==> config.mk <==
export PLATFORM = sky130hd
export DESIGN_NAME = thermal_voltage_freq_governor_core
export DESIGN_NICKNAME = d
export VERILOG_FILES = /design/src/hdl/tvfg_pkg.sv /design/src/hdl/tvfg_cfg.sv /design/src/hdl/tvfg_state.sv /design/src/hdl/thermal_voltage_freq_governor_core.sv
export SDC_FILE = /design/constraint.sdc
export NUM_CORES = 1
export LEC_CHECK = 0
export ABC_AREA = 1
export CAP_MARGIN = 20
export CORE_MARGIN = 5
export CORE_UTILIZATION = 45
export DETAILED_ROUTE_END_ITERATION = 8
export DONT_BUFFER_PORTS = 1
export HOLD_SLACK_MARGIN = 0.1
export PLACE_DENSITY = 0.64
export SYNTH_ARGS = -nofsm -noshare
export SYNTH_HDL_FRONTEND = slang
export SYNTH_HIERARCHICAL = 1
export SYNTH_SLANG_ARGS = --single-unit
==> constraint.sdc <==
create_clock -name clk -period 9.45 [get_ports clk]
set_input_delay 1.89 -clock clk [delete_from_list [all_inputs] [get_ports clk]]
set_output_delay 1.89 -clock clk [all_outputs]
set_load 0.01 [all_outputs]
==> src/hdl/tvfg_pkg.sv <==
`default_nettype none
package tvfg_pkg;

	localparam int CfgDataW = 10;
	localparam int CfgIdxW  = 3;

	typedef enum logic [CfgIdxW-1:0] {
		REG_TEMP_LOW     = 3'd0,
		REG_TEMP_HIGH    = 3'd1,
		REG_FREQ_FLOOR   = 3'd2,
		REG_FREQ_CEILING = 3'd3,
		REG_VOLT_LOW     = 3'd4,
		REG_VOLT_HIGH    = 3'd5,
		REG_RISE_TICKS   = 3'd6,
		REG_FALL_TICKS   = 3'd7
	} cfg_reg_e;

	typedef struct packed {
		logic signed [7:0] temp_low;
		logic signed [7:0] temp_high;
		logic [8:0]        freq_floor;
		logic [8:0]        freq_ceiling;
		logic [9:0]        volt_low;
		logic [9:0]        volt_high;
		logic [3:0]        rise_ticks;
		logic [3:0]        fall_ticks;
	} cfg_t;

	typedef struct packed {
		logic [8:0] freq;
		logic       hot;
		logic       mode;
		logic [3:0] trend;
		logic [1:0] vtick;
		logic [7:0] prev_temp;
	} gov_state_t;

	typedef struct packed {
		logic              power_on;
		logic signed [7:0] temperature;
		logic [9:0]        volt_sample;
	} tick_t;

	localparam logic signed [7:0] TEMP_LOW_RST     = 8'sd60;
	localparam logic signed [7:0] TEMP_HIGH_RST    = 8'sd65;
	localparam logic [8:0]        FREQ_FLOOR_RST   = 9'd100;
	localparam logic [8:0]        FREQ_CEILING_RST = 9'd360;
	localparam logic [9:0]        VOLT_LOW_RST     = 10'd450;
	localparam logic [9:0]        VOLT_HIGH_RST    = 10'd460;
	localparam logic [3:0]        RISE_TICKS_RST   = 4'd1;
	localparam logic [3:0]        FALL_TICKS_RST   = 4'd2;

	localparam logic [9:0] STEP_DOWN_TEMP = 10'd40;
	localparam logic [9:0] STEP_DOWN_VOLT = 10'd20;
	localparam logic [9:0] STEP_UP        = 10'd20;
	localparam logic [1:0] VOLT_CHECK_TICKS = 2'd2;

	function automatic logic [8:0] lower_freq(input logic [8:0] freq, input logic [8:0] floor_v,
			input logic [9:0] step);
		logic [9:0] lim;
		logic [9:0] diff;
		begin
			lim  = {1'b0, floor_v} + step;
			diff = {1'b0, freq} - step;
			if ({1'b0, freq} < lim) begin
				lower_freq = floor_v;
			end else begin
				lower_freq = diff[8:0];
			end
		end
	endfunction

endpackage
`default_nettype wire

==> src/hdl/tvfg_cfg.sv <==
`default_nettype none
module tvfg_cfg (
	input  wire logic                            clk,
	input  wire logic                            arst_n,
	input  wire logic                            cfg_wr_en,
	input  wire logic [tvfg_pkg::CfgIdxW-1:0]    cfg_index,
	input  wire logic [tvfg_pkg::CfgDataW-1:0]   cfg_data,
	output tvfg_pkg::cfg_t                       cfg
);
	import tvfg_pkg::*;

	cfg_t cfg_q;

	always_ff @(posedge clk or negedge arst_n) begin
		if (!arst_n) begin
			cfg_q.temp_low     <= TEMP_LOW_RST;
			cfg_q.temp_high    <= TEMP_HIGH_RST;
			cfg_q.freq_floor   <= FREQ_FLOOR_RST;
			cfg_q.freq_ceiling <= FREQ_CEILING_RST;
			cfg_q.volt_low     <= VOLT_LOW_RST;
			cfg_q.volt_high    <= VOLT_HIGH_RST;
			cfg_q.rise_ticks   <= RISE_TICKS_RST;
			cfg_q.fall_ticks   <= FALL_TICKS_RST;
		end else if (cfg_wr_en) begin
			unique case (cfg_reg_e'(cfg_index))
				REG_TEMP_LOW:     cfg_q.temp_low     <= cfg_data[7:0];
				REG_TEMP_HIGH:    cfg_q.temp_high    <= cfg_data[7:0];
				REG_FREQ_FLOOR:   cfg_q.freq_floor   <= cfg_data[8:0];
				REG_FREQ_CEILING: cfg_q.freq_ceiling <= cfg_data[8:0];
				REG_VOLT_LOW:     cfg_q.volt_low     <= cfg_data[9:0];
				REG_VOLT_HIGH:    cfg_q.volt_high    <= cfg_data[9:0];
				REG_RISE_TICKS:   cfg_q.rise_ticks   <= cfg_data[3:0];
				REG_FALL_TICKS:   cfg_q.fall_ticks   <= cfg_data[3:0];
				default: ;
			endcase
		end
	end

	assign cfg = cfg_q;

endmodule
`default_nettype wire

==> src/hdl/tvfg_state.sv <==
`default_nettype none
module tvfg_state (
	input  wire logic        clk,
	input  wire logic        arst_n,
	input  wire logic        upd,
	input  wire tvfg_pkg::tick_t  tick,
	input  wire tvfg_pkg::cfg_t   cfg,
	output tvfg_pkg::gov_state_t nxt
);
	import tvfg_pkg::*;

	gov_state_t st_q;
	gov_state_t n;
	logic       act;
	logic [3:0] limit;
	logic [9:0] raised;

	always_comb begin
		n      = st_q;
		act    = 1'b0;
		limit  = cfg.fall_ticks;
		raised = {1'b0, st_q.freq};
		if (!tick.power_on) begin
			if (st_q.hot && (tick.temperature < cfg.temp_low)) begin
				n.hot = 1'b0;
			end
		end else if (!st_q.mode) begin
			if (tick.volt_sample < cfg.volt_low) begin
				n.trend = '0;
				n.mode  = 1'b1;
			end else if (st_q.prev_temp == 8'd0) begin
				n.prev_temp = tick.temperature;
			end else begin
				if ($signed(st_q.prev_temp) < tick.temperature) begin
					limit = cfg.rise_ticks;
				end
				if (st_q.trend >= limit) begin
					n.trend = '0;
					act     = 1'b1;
				end else begin
					n.trend = st_q.trend + 4'd1;
				end
				n.prev_temp = tick.temperature;
				if (act) begin
					if (tick.temperature >= cfg.temp_high) begin
						if (st_q.freq > cfg.freq_floor) begin
							n.freq = lower_freq(st_q.freq, cfg.freq_floor, STEP_DOWN_TEMP);
						end else begin
							n.freq = cfg.freq_floor;
							n.hot  = 1'b1;
						end
					end else if (tick.temperature < cfg.temp_low) begin
						n.hot = 1'b0;
						if (st_q.freq <= cfg.freq_ceiling) begin
							raised = {1'b0, st_q.freq} + STEP_UP;
						end
						if (raised > {1'b0, cfg.freq_ceiling}) begin
							n.freq = cfg.freq_ceiling;
						end else begin
							n.freq = raised[8:0];
						end
					end else begin
						n.hot = 1'b0;
					end
				end
			end
		end else begin
			if (st_q.vtick == VOLT_CHECK_TICKS) begin
				if (tick.volt_sample >= cfg.volt_low) begin
					n.vtick = 2'd0;
					if (tick.volt_sample > cfg.volt_high) begin
						n.mode = 1'b0;
					end
				end else begin
					n.freq  = lower_freq(st_q.freq, cfg.freq_floor, STEP_DOWN_VOLT);
					n.vtick = 2'd1;
				end
			end else begin
				n.vtick = st_q.vtick + 2'd1;
			end
		end
	end

	always_ff @(posedge clk or negedge arst_n) begin
		if (!arst_n) begin
			st_q.freq      <= FREQ_CEILING_RST;
			st_q.hot       <= 1'b0;
			st_q.mode      <= 1'b0;
			st_q.trend     <= '0;
			st_q.vtick     <= '0;
			st_q.prev_temp <= '0;
		end else if (upd) begin
			st_q <= n;
		end
	end

	assign nxt = n;

	a_hold: assert property (@(posedge clk) disable iff (!arst_n)
		!upd |=> $stable(st_q)) else $error("governor state changed without an item");
	a_hot_pwr: assert property (@(posedge clk) disable iff (!arst_n)
		upd && !tick.power_on |-> (n.freq == st_q.freq) && (n.mode == st_q.mode))
		else $error("power-off item changed frequency or mode");
	a_mode_trend: assert property (@(posedge clk) disable iff (!arst_n)
		upd && !st_q.mode && n.mode |-> n.trend == 4'd0)
		else $error("trend count kept on entering voltage mode");

endmodule
`default_nettype wire

==> src/hdl/thermal_voltage_freq_governor_core.sv <==
`default_nettype none
// Each item is one monitoring tick and gives exactly one result item holding the
// target frequency, the too-hot flag and the regulation mode after that tick. The
// tick is captured in an input register, and the whole governor update is done
// combinationally from that register into the result register, so a tick is
// accepted every cycle unless both registers hold items and the output is stalled.
// Configuration registers are written through the plain write port and
// should only be changed while no tick is in flight.
module thermal_voltage_freq_governor_core (
	input  wire logic                          clk,
	input  wire logic                          arst_n,
	input  wire logic                          cfg_wr_en,
	input  wire logic [tvfg_pkg::CfgIdxW-1:0]  cfg_index,
	input  wire logic [tvfg_pkg::CfgDataW-1:0] cfg_data,
	input  wire logic                          in_valid,
	output logic                               in_stall,
	input  wire logic                          power_on,
	input  wire logic signed [7:0]             temperature,
	input  wire logic [9:0]                    volt_sample,
	output logic                               out_valid,
	input  wire logic                          out_stall,
	output logic [8:0]                         freq_target,
	output logic                               too_hot,
	output logic                               volt_mode
);
	import tvfg_pkg::*;

	cfg_t       cfg;
	gov_state_t nxt;
	tick_t      tick_s1;
	logic       vld_s1;
	logic       out_vld_q;
	logic       out_load;
	logic       adv;
	logic [8:0] freq_q;
	logic       hot_q;
	logic       mode_q;

	assign out_load = !out_vld_q || !out_stall;
	assign adv      = vld_s1 && out_load;
	assign in_stall = vld_s1 && !out_load;

	tvfg_cfg u_cfg (
		.clk       (clk),
		.arst_n    (arst_n),
		.cfg_wr_en (cfg_wr_en),
		.cfg_index (cfg_index),
		.cfg_data  (cfg_data),
		.cfg       (cfg)
	);

	tvfg_state u_state (
		.clk    (clk),
		.arst_n (arst_n),
		.upd    (adv),
		.tick   (tick_s1),
		.cfg    (cfg),
		.nxt    (nxt)
	);

	always_ff @(posedge clk or negedge arst_n) begin
		if (!arst_n) begin
			vld_s1 <= 1'b0;
		end else if (!in_stall) begin
			vld_s1 <= in_valid;
		end
	end

	always_ff @(posedge clk) begin
		if (in_valid && !in_stall) begin
			tick_s1.power_on    <= power_on;
			tick_s1.temperature <= temperature;
			tick_s1.volt_sample <= volt_sample;
		end
	end

	always_ff @(posedge clk or negedge arst_n) begin
		if (!arst_n) begin
			out_vld_q <= 1'b0;
		end else if (out_load) begin
			out_vld_q <= vld_s1;
		end
	end

	always_ff @(posedge clk) begin
		if (adv) begin
			freq_q <= nxt.freq;
			hot_q  <= nxt.hot;
			mode_q <= nxt.mode;
		end
	end

	assign out_valid   = out_vld_q;
	assign freq_target = freq_q;
	assign too_hot     = hot_q;
	assign volt_mode   = mode_q;

	a_adv_out: assert property (@(posedge clk) disable iff (!arst_n)
		adv |=> out_valid) else $error("processed item produced no result");
	a_stall_src: assert property (@(posedge clk) disable iff (!arst_n)
		in_stall |-> vld_s1 && out_valid && out_stall)
		else $error("input stalled with nothing pending");
	a_res_val: assert property (@(posedge clk) disable iff (!arst_n)
		adv |=> (freq_target == $past(nxt.freq)) && (volt_mode == $past(nxt.mode)))
		else $error("result register does not match updated state");

endmodule
`default_nettype wire
# After elaboration in Yosys (flattened, before gate mapping)
# Index checks and enable logic that the tools add are counted.
[word_totals]
register_bits = 119
inputBits = 37
output_inout_bits = 13
wordCells = 124
[op_classes]
n_addsub = 7
magnitude_cmp = 12
eq_ne = 9
muxes = 50
bitwise = 2
reduce_logical = 22
[ops]
columns = ["operator", "n"]
rows = [
  ["$mux 10", 12],
  ["$mux 9", 9],
  ["$mux 4", 9],
  ["$add 9x5->10 const B", 2],
  ["$lt 9x10->1", 2],
  ["$lt 8x8->1", 2],
  ["$mux 8", 2],
  ["$reduce_and 2->1", 8],
  ["$mux 1", 15],
  ["$mux 15", 1],
  ["$eq 3x3->1 const B", 4],
  ["$add 9x6->10 const B", 1],
  ["$ge 10x10->1", 1],
  ["$gt 10x10->1", 1],
  ["$gt 10x9->1", 1],
  ["$lt 10x10->1", 1],
  ["$gt 9x9->1", 1],
  ["$le 9x9->1", 1],
  ["$sub 9x5->9 const B", 1],
  ["$sub 9x6->9 const B", 1],
  ["$ge 8x8->1", 1],
  ["$logic_not 8->1", 1],
  ["$reduce_and 4->1", 2],
  ["$eq 3x2->1 const B", 2],
  ["other kinds (13)", 21],
]

# Logic depth before layout (Yosys ltp)
[logic_depth]
ltp_word = 26
depth_mapped = 32
depth_no_buf = 32

# Hierarchy
# Netlist, hierarchy kept.
[by_module_without_submodules]
columns = ["mod", "n_inst", "cells_each", "area_each_um2", "seq_area_each_um2"]
rows = [
  ["tvfg_state", 1, 777, 4952.2, 630.6],
  ["tvfg_cfg", 1, 286, 2549.9, 1581.5],
  ["thermal_voltage_freq_governor_core", 1, 42, 996.0, 950.9],
]

# Least setup slack after synthesis
# OpenSTA, ideal clock, no wires.
[synth_timing]
kind = "input to output"
start = "in out_stall"
end = "out in_stall"
arrival_ns = 2.054
required_time_ns = 7.560
path_slack_ns = 5.506
cell_stages = 2
path_buffers = 0
path_cell_list = "nand3_2 inv_1"
[synth_between]
elab_chain_len = 4
[synth_lines]
columns = ["item", "line", "text"]
rows = [
  ["start, declared", "thermal_voltage_freq_governor_core.sv:21", "input wire logic out_stall,"],
  ["$logic_not 1->1", "thermal_voltage_freq_governor_core.sv:39", "assign out_load = !out_vld_q || !out_stall;"],
  ["$logic_or 1x1->1", "thermal_voltage_freq_governor_core.sv:39", ""],
  ["$logic_not 1->1", "thermal_voltage_freq_governor_core.sv:41", "assign in_stall = vld_s1 && !out_load;"],
  ["$logic_and 1x1->1", "thermal_voltage_freq_governor_core.sv:41", ""],
  ["end, declared", "thermal_voltage_freq_governor_core.sv:16", "output logic in_stall,"],
]
# Every way passes these cells.

==> reports/results.ini <==
[timing]
tns_ns=0
clock-skew-final_ns=0.0109
period_share=0.420
holdWs_ns=0.463
report.final.hold_viol_count=0
fmaxAchievable_ghz=0.252
worst_slew_pin_slew_ns=0.752
max_slew_margin=0.499
setup_viol=0
rsz0062_at_grt=no
period_needed_ns=3.97
drv_slew=0
fin_ws_ns=5.48

[global_route]
antenna_found_initial=0
grt.total_usage=0.202
grt_pass1_vias=6713
grt_pass1_wl_um=34800
overflow=0
grt_max_degree=90

[setup_path]
path_max_fanout=19
critPathLaunchType=register
worstSetupPathType=reg -> reg
cp.arrival_ns=4.14
endpoint_kind=register
required_ns=9.62

[synth]
yosysWarnings=6
syn_avg_cell_area_um2=7.69
synth_cells=1104
mappedNetlistArea_um2=8490
syn_nets=1235

[die]
start_util=0.456
fp.dieW_um=147
core_area_um2=18600
die_h_um=147
dieArea_um2=21700
fp-row-count=50
ios=50

[cts]
hold_buffers=0
clock_latency_ns=0.42
h-tree-depth=4
cts_root_buf=clkbuf_16
clock-sinks=119
cts_resized=0
postCtsSetupRepairBufs=0
cts_max_path_buffers=2
cts_made_buffers=17
tritoncts=done
path_clk_slew_ns=0.06

[cells_and_area]
syn_to_final_growth_pct=9.28
nets=1231
multi_input_area_um2=4640
seq_area_um2=3160
drive_gt1_frac=0.106
antennaDiodeCount=0
fillers=1804

[pwr]
p_total_w=0.00274
irDropWorstVdd_v=0.000140
p_per_area_nw_per_um2=296
p_leak_nw=4.71

[routing]
ant_nets=0
drtIter0Drc=642
vias_per_cell=5.30
drt-total-wl_um=21400
routedWlPerCell_um=15.9
route.detailed.drc=0
num_vias=7144
drt_first_pass_iters=6

[placed_design]
finalWeightedCongestion=0.931
io_buffer_count=0
post-place-ws_ns=5.47
detailed_place_hpwl_um=15400

[run_status]
status=completed

[job]
maxCapViolCount=0

[worst_hold_path]
min_path_type=reg -> reg

[critical path, cell delays in order (launching register included)]
cell	delay (ns)
dfrtp_1	0.83
ha_1	0.38
nand2_1	0.10
inv_2	0.04
nand4_1	0.09
nand2_1	0.07
inv_2	0.10
nand2_4	0.10
o21ai_0	0.30
inv_1	0.08
ha_1	0.28
nand2_1	0.06
nor2_1	0.14
nand2_1	0.07
nand3_1	0.06
nand2_1	0.05
nand2_1	0.05
nand2_1	0.04
nand2_1	0.05
nand2_1	0.15
nand2_4	0.17
nand2_4	0.07
nand2_1	0.06
nand3b_1	0.11
nand2_1	0.08
nand2_1	0.05
nand2_1	0.08
nand2_2	0.06
[worst paths after layout]
check / start / endpoint / slack (ns) / cells after the start
min: u_cfg/cfg[56]$_DFFE_PN1P_ / u_cfg/cfg[56]$_DFFE_PN1P_ / 0.46 / 2
max: u_state/st_q[20]$_DFFE_PN0P_ / freq_target[1]$_DFFE_PP_ / 5.48 / 27
min in group asynchronous: arst_n / u_state/st_q[23]$_DFFE_PN0P_ / 1.16 / 0
max in group asynchronous: arst_n / u_cfg/cfg[1]$_DFFE_PN1P_ / 8.06 / 0
min reg2reg: u_cfg/cfg[56]$_DFFE_PN1P_ / u_cfg/cfg[56]$_DFFE_PN1P_ / 0.46 / 2
max reg2reg: u_state/st_q[20]$_DFFE_PN0P_ / freq_target[1]$_DFFE_PP_ / 5.48 / 27
[through the flow]
stage           util  instances  area (µm²)
3_5_place_dp   0.465       1315        8670
6_report       0.498       1347        9280
4_1_cts        0.498       1347        9280
3_3_place_gp   0.465       1315        8670
2_1_floorplan      -       1104        8490
5_1_grt        0.498       1347        9280
[area by class of cell]
cell class	count	area share
flip-flops and latches	119	0.341
clock buffers	17	0.0458
multi-input cells	814	0.500
clock inverters	15	0.0206
repair buffers	4	0.00323
inverters	144	0.0582
well taps	234	0.0315
[per-layer routing]
metal	vias to the layer above	wire, µm	GRT usage
li1	3593	-	-
met3	36	1440	0.0478
met5	-	0	0
met2	245	9740	0.323
met4	0	435	0.0634
met1	3270	9800	0.272
[registers in the layout, indices dropped and copies added (netlist names)]
| name | cells |
|---|---|
| u_cfg/cfg | 62 |
| tick_s1 | 19 |
| volt_mode | 1 |
| vld_s1 | 1 |
| u_state/st_q | 25 |
| too_hot | 1 |
| out_valid | 1 |
| freq_target | 9 |
[layout by cell type, fill, tap and decap left out, drive strengths merged]
master and instances:
nor4 2, nand2 383, dfrtp 61, inv 149, nor2 53, nand3 76
o31a 1, o22ai 4, o32ai 1, o21bai 1, dfstp 28, nand3b 5
o211ai 13, o21ai 58, ha 94, nand4 13, mux2i 3, o311ai 1
nor3 8, xnor2 1, a21oi 58, bufinv 3, o21a 6, clkinv 6
a31oi 1, a22oi 4, edfxtp 30, clkinvlp 1, a21boi 1, buf 4
clkbuf 17, xor2 22, o31ai 2, a21o 3
[report_power, final]
group,internal (W),switching [W],leakage [nW]
sequential,0.000663,0.000139,1.36
clock,0.000422,0.000262,0.303
combinational,0.000441,0.000816,3.05
total,0.00153,0.00122,4.71
Note: power is estimated with default switching activity, not from simulation.
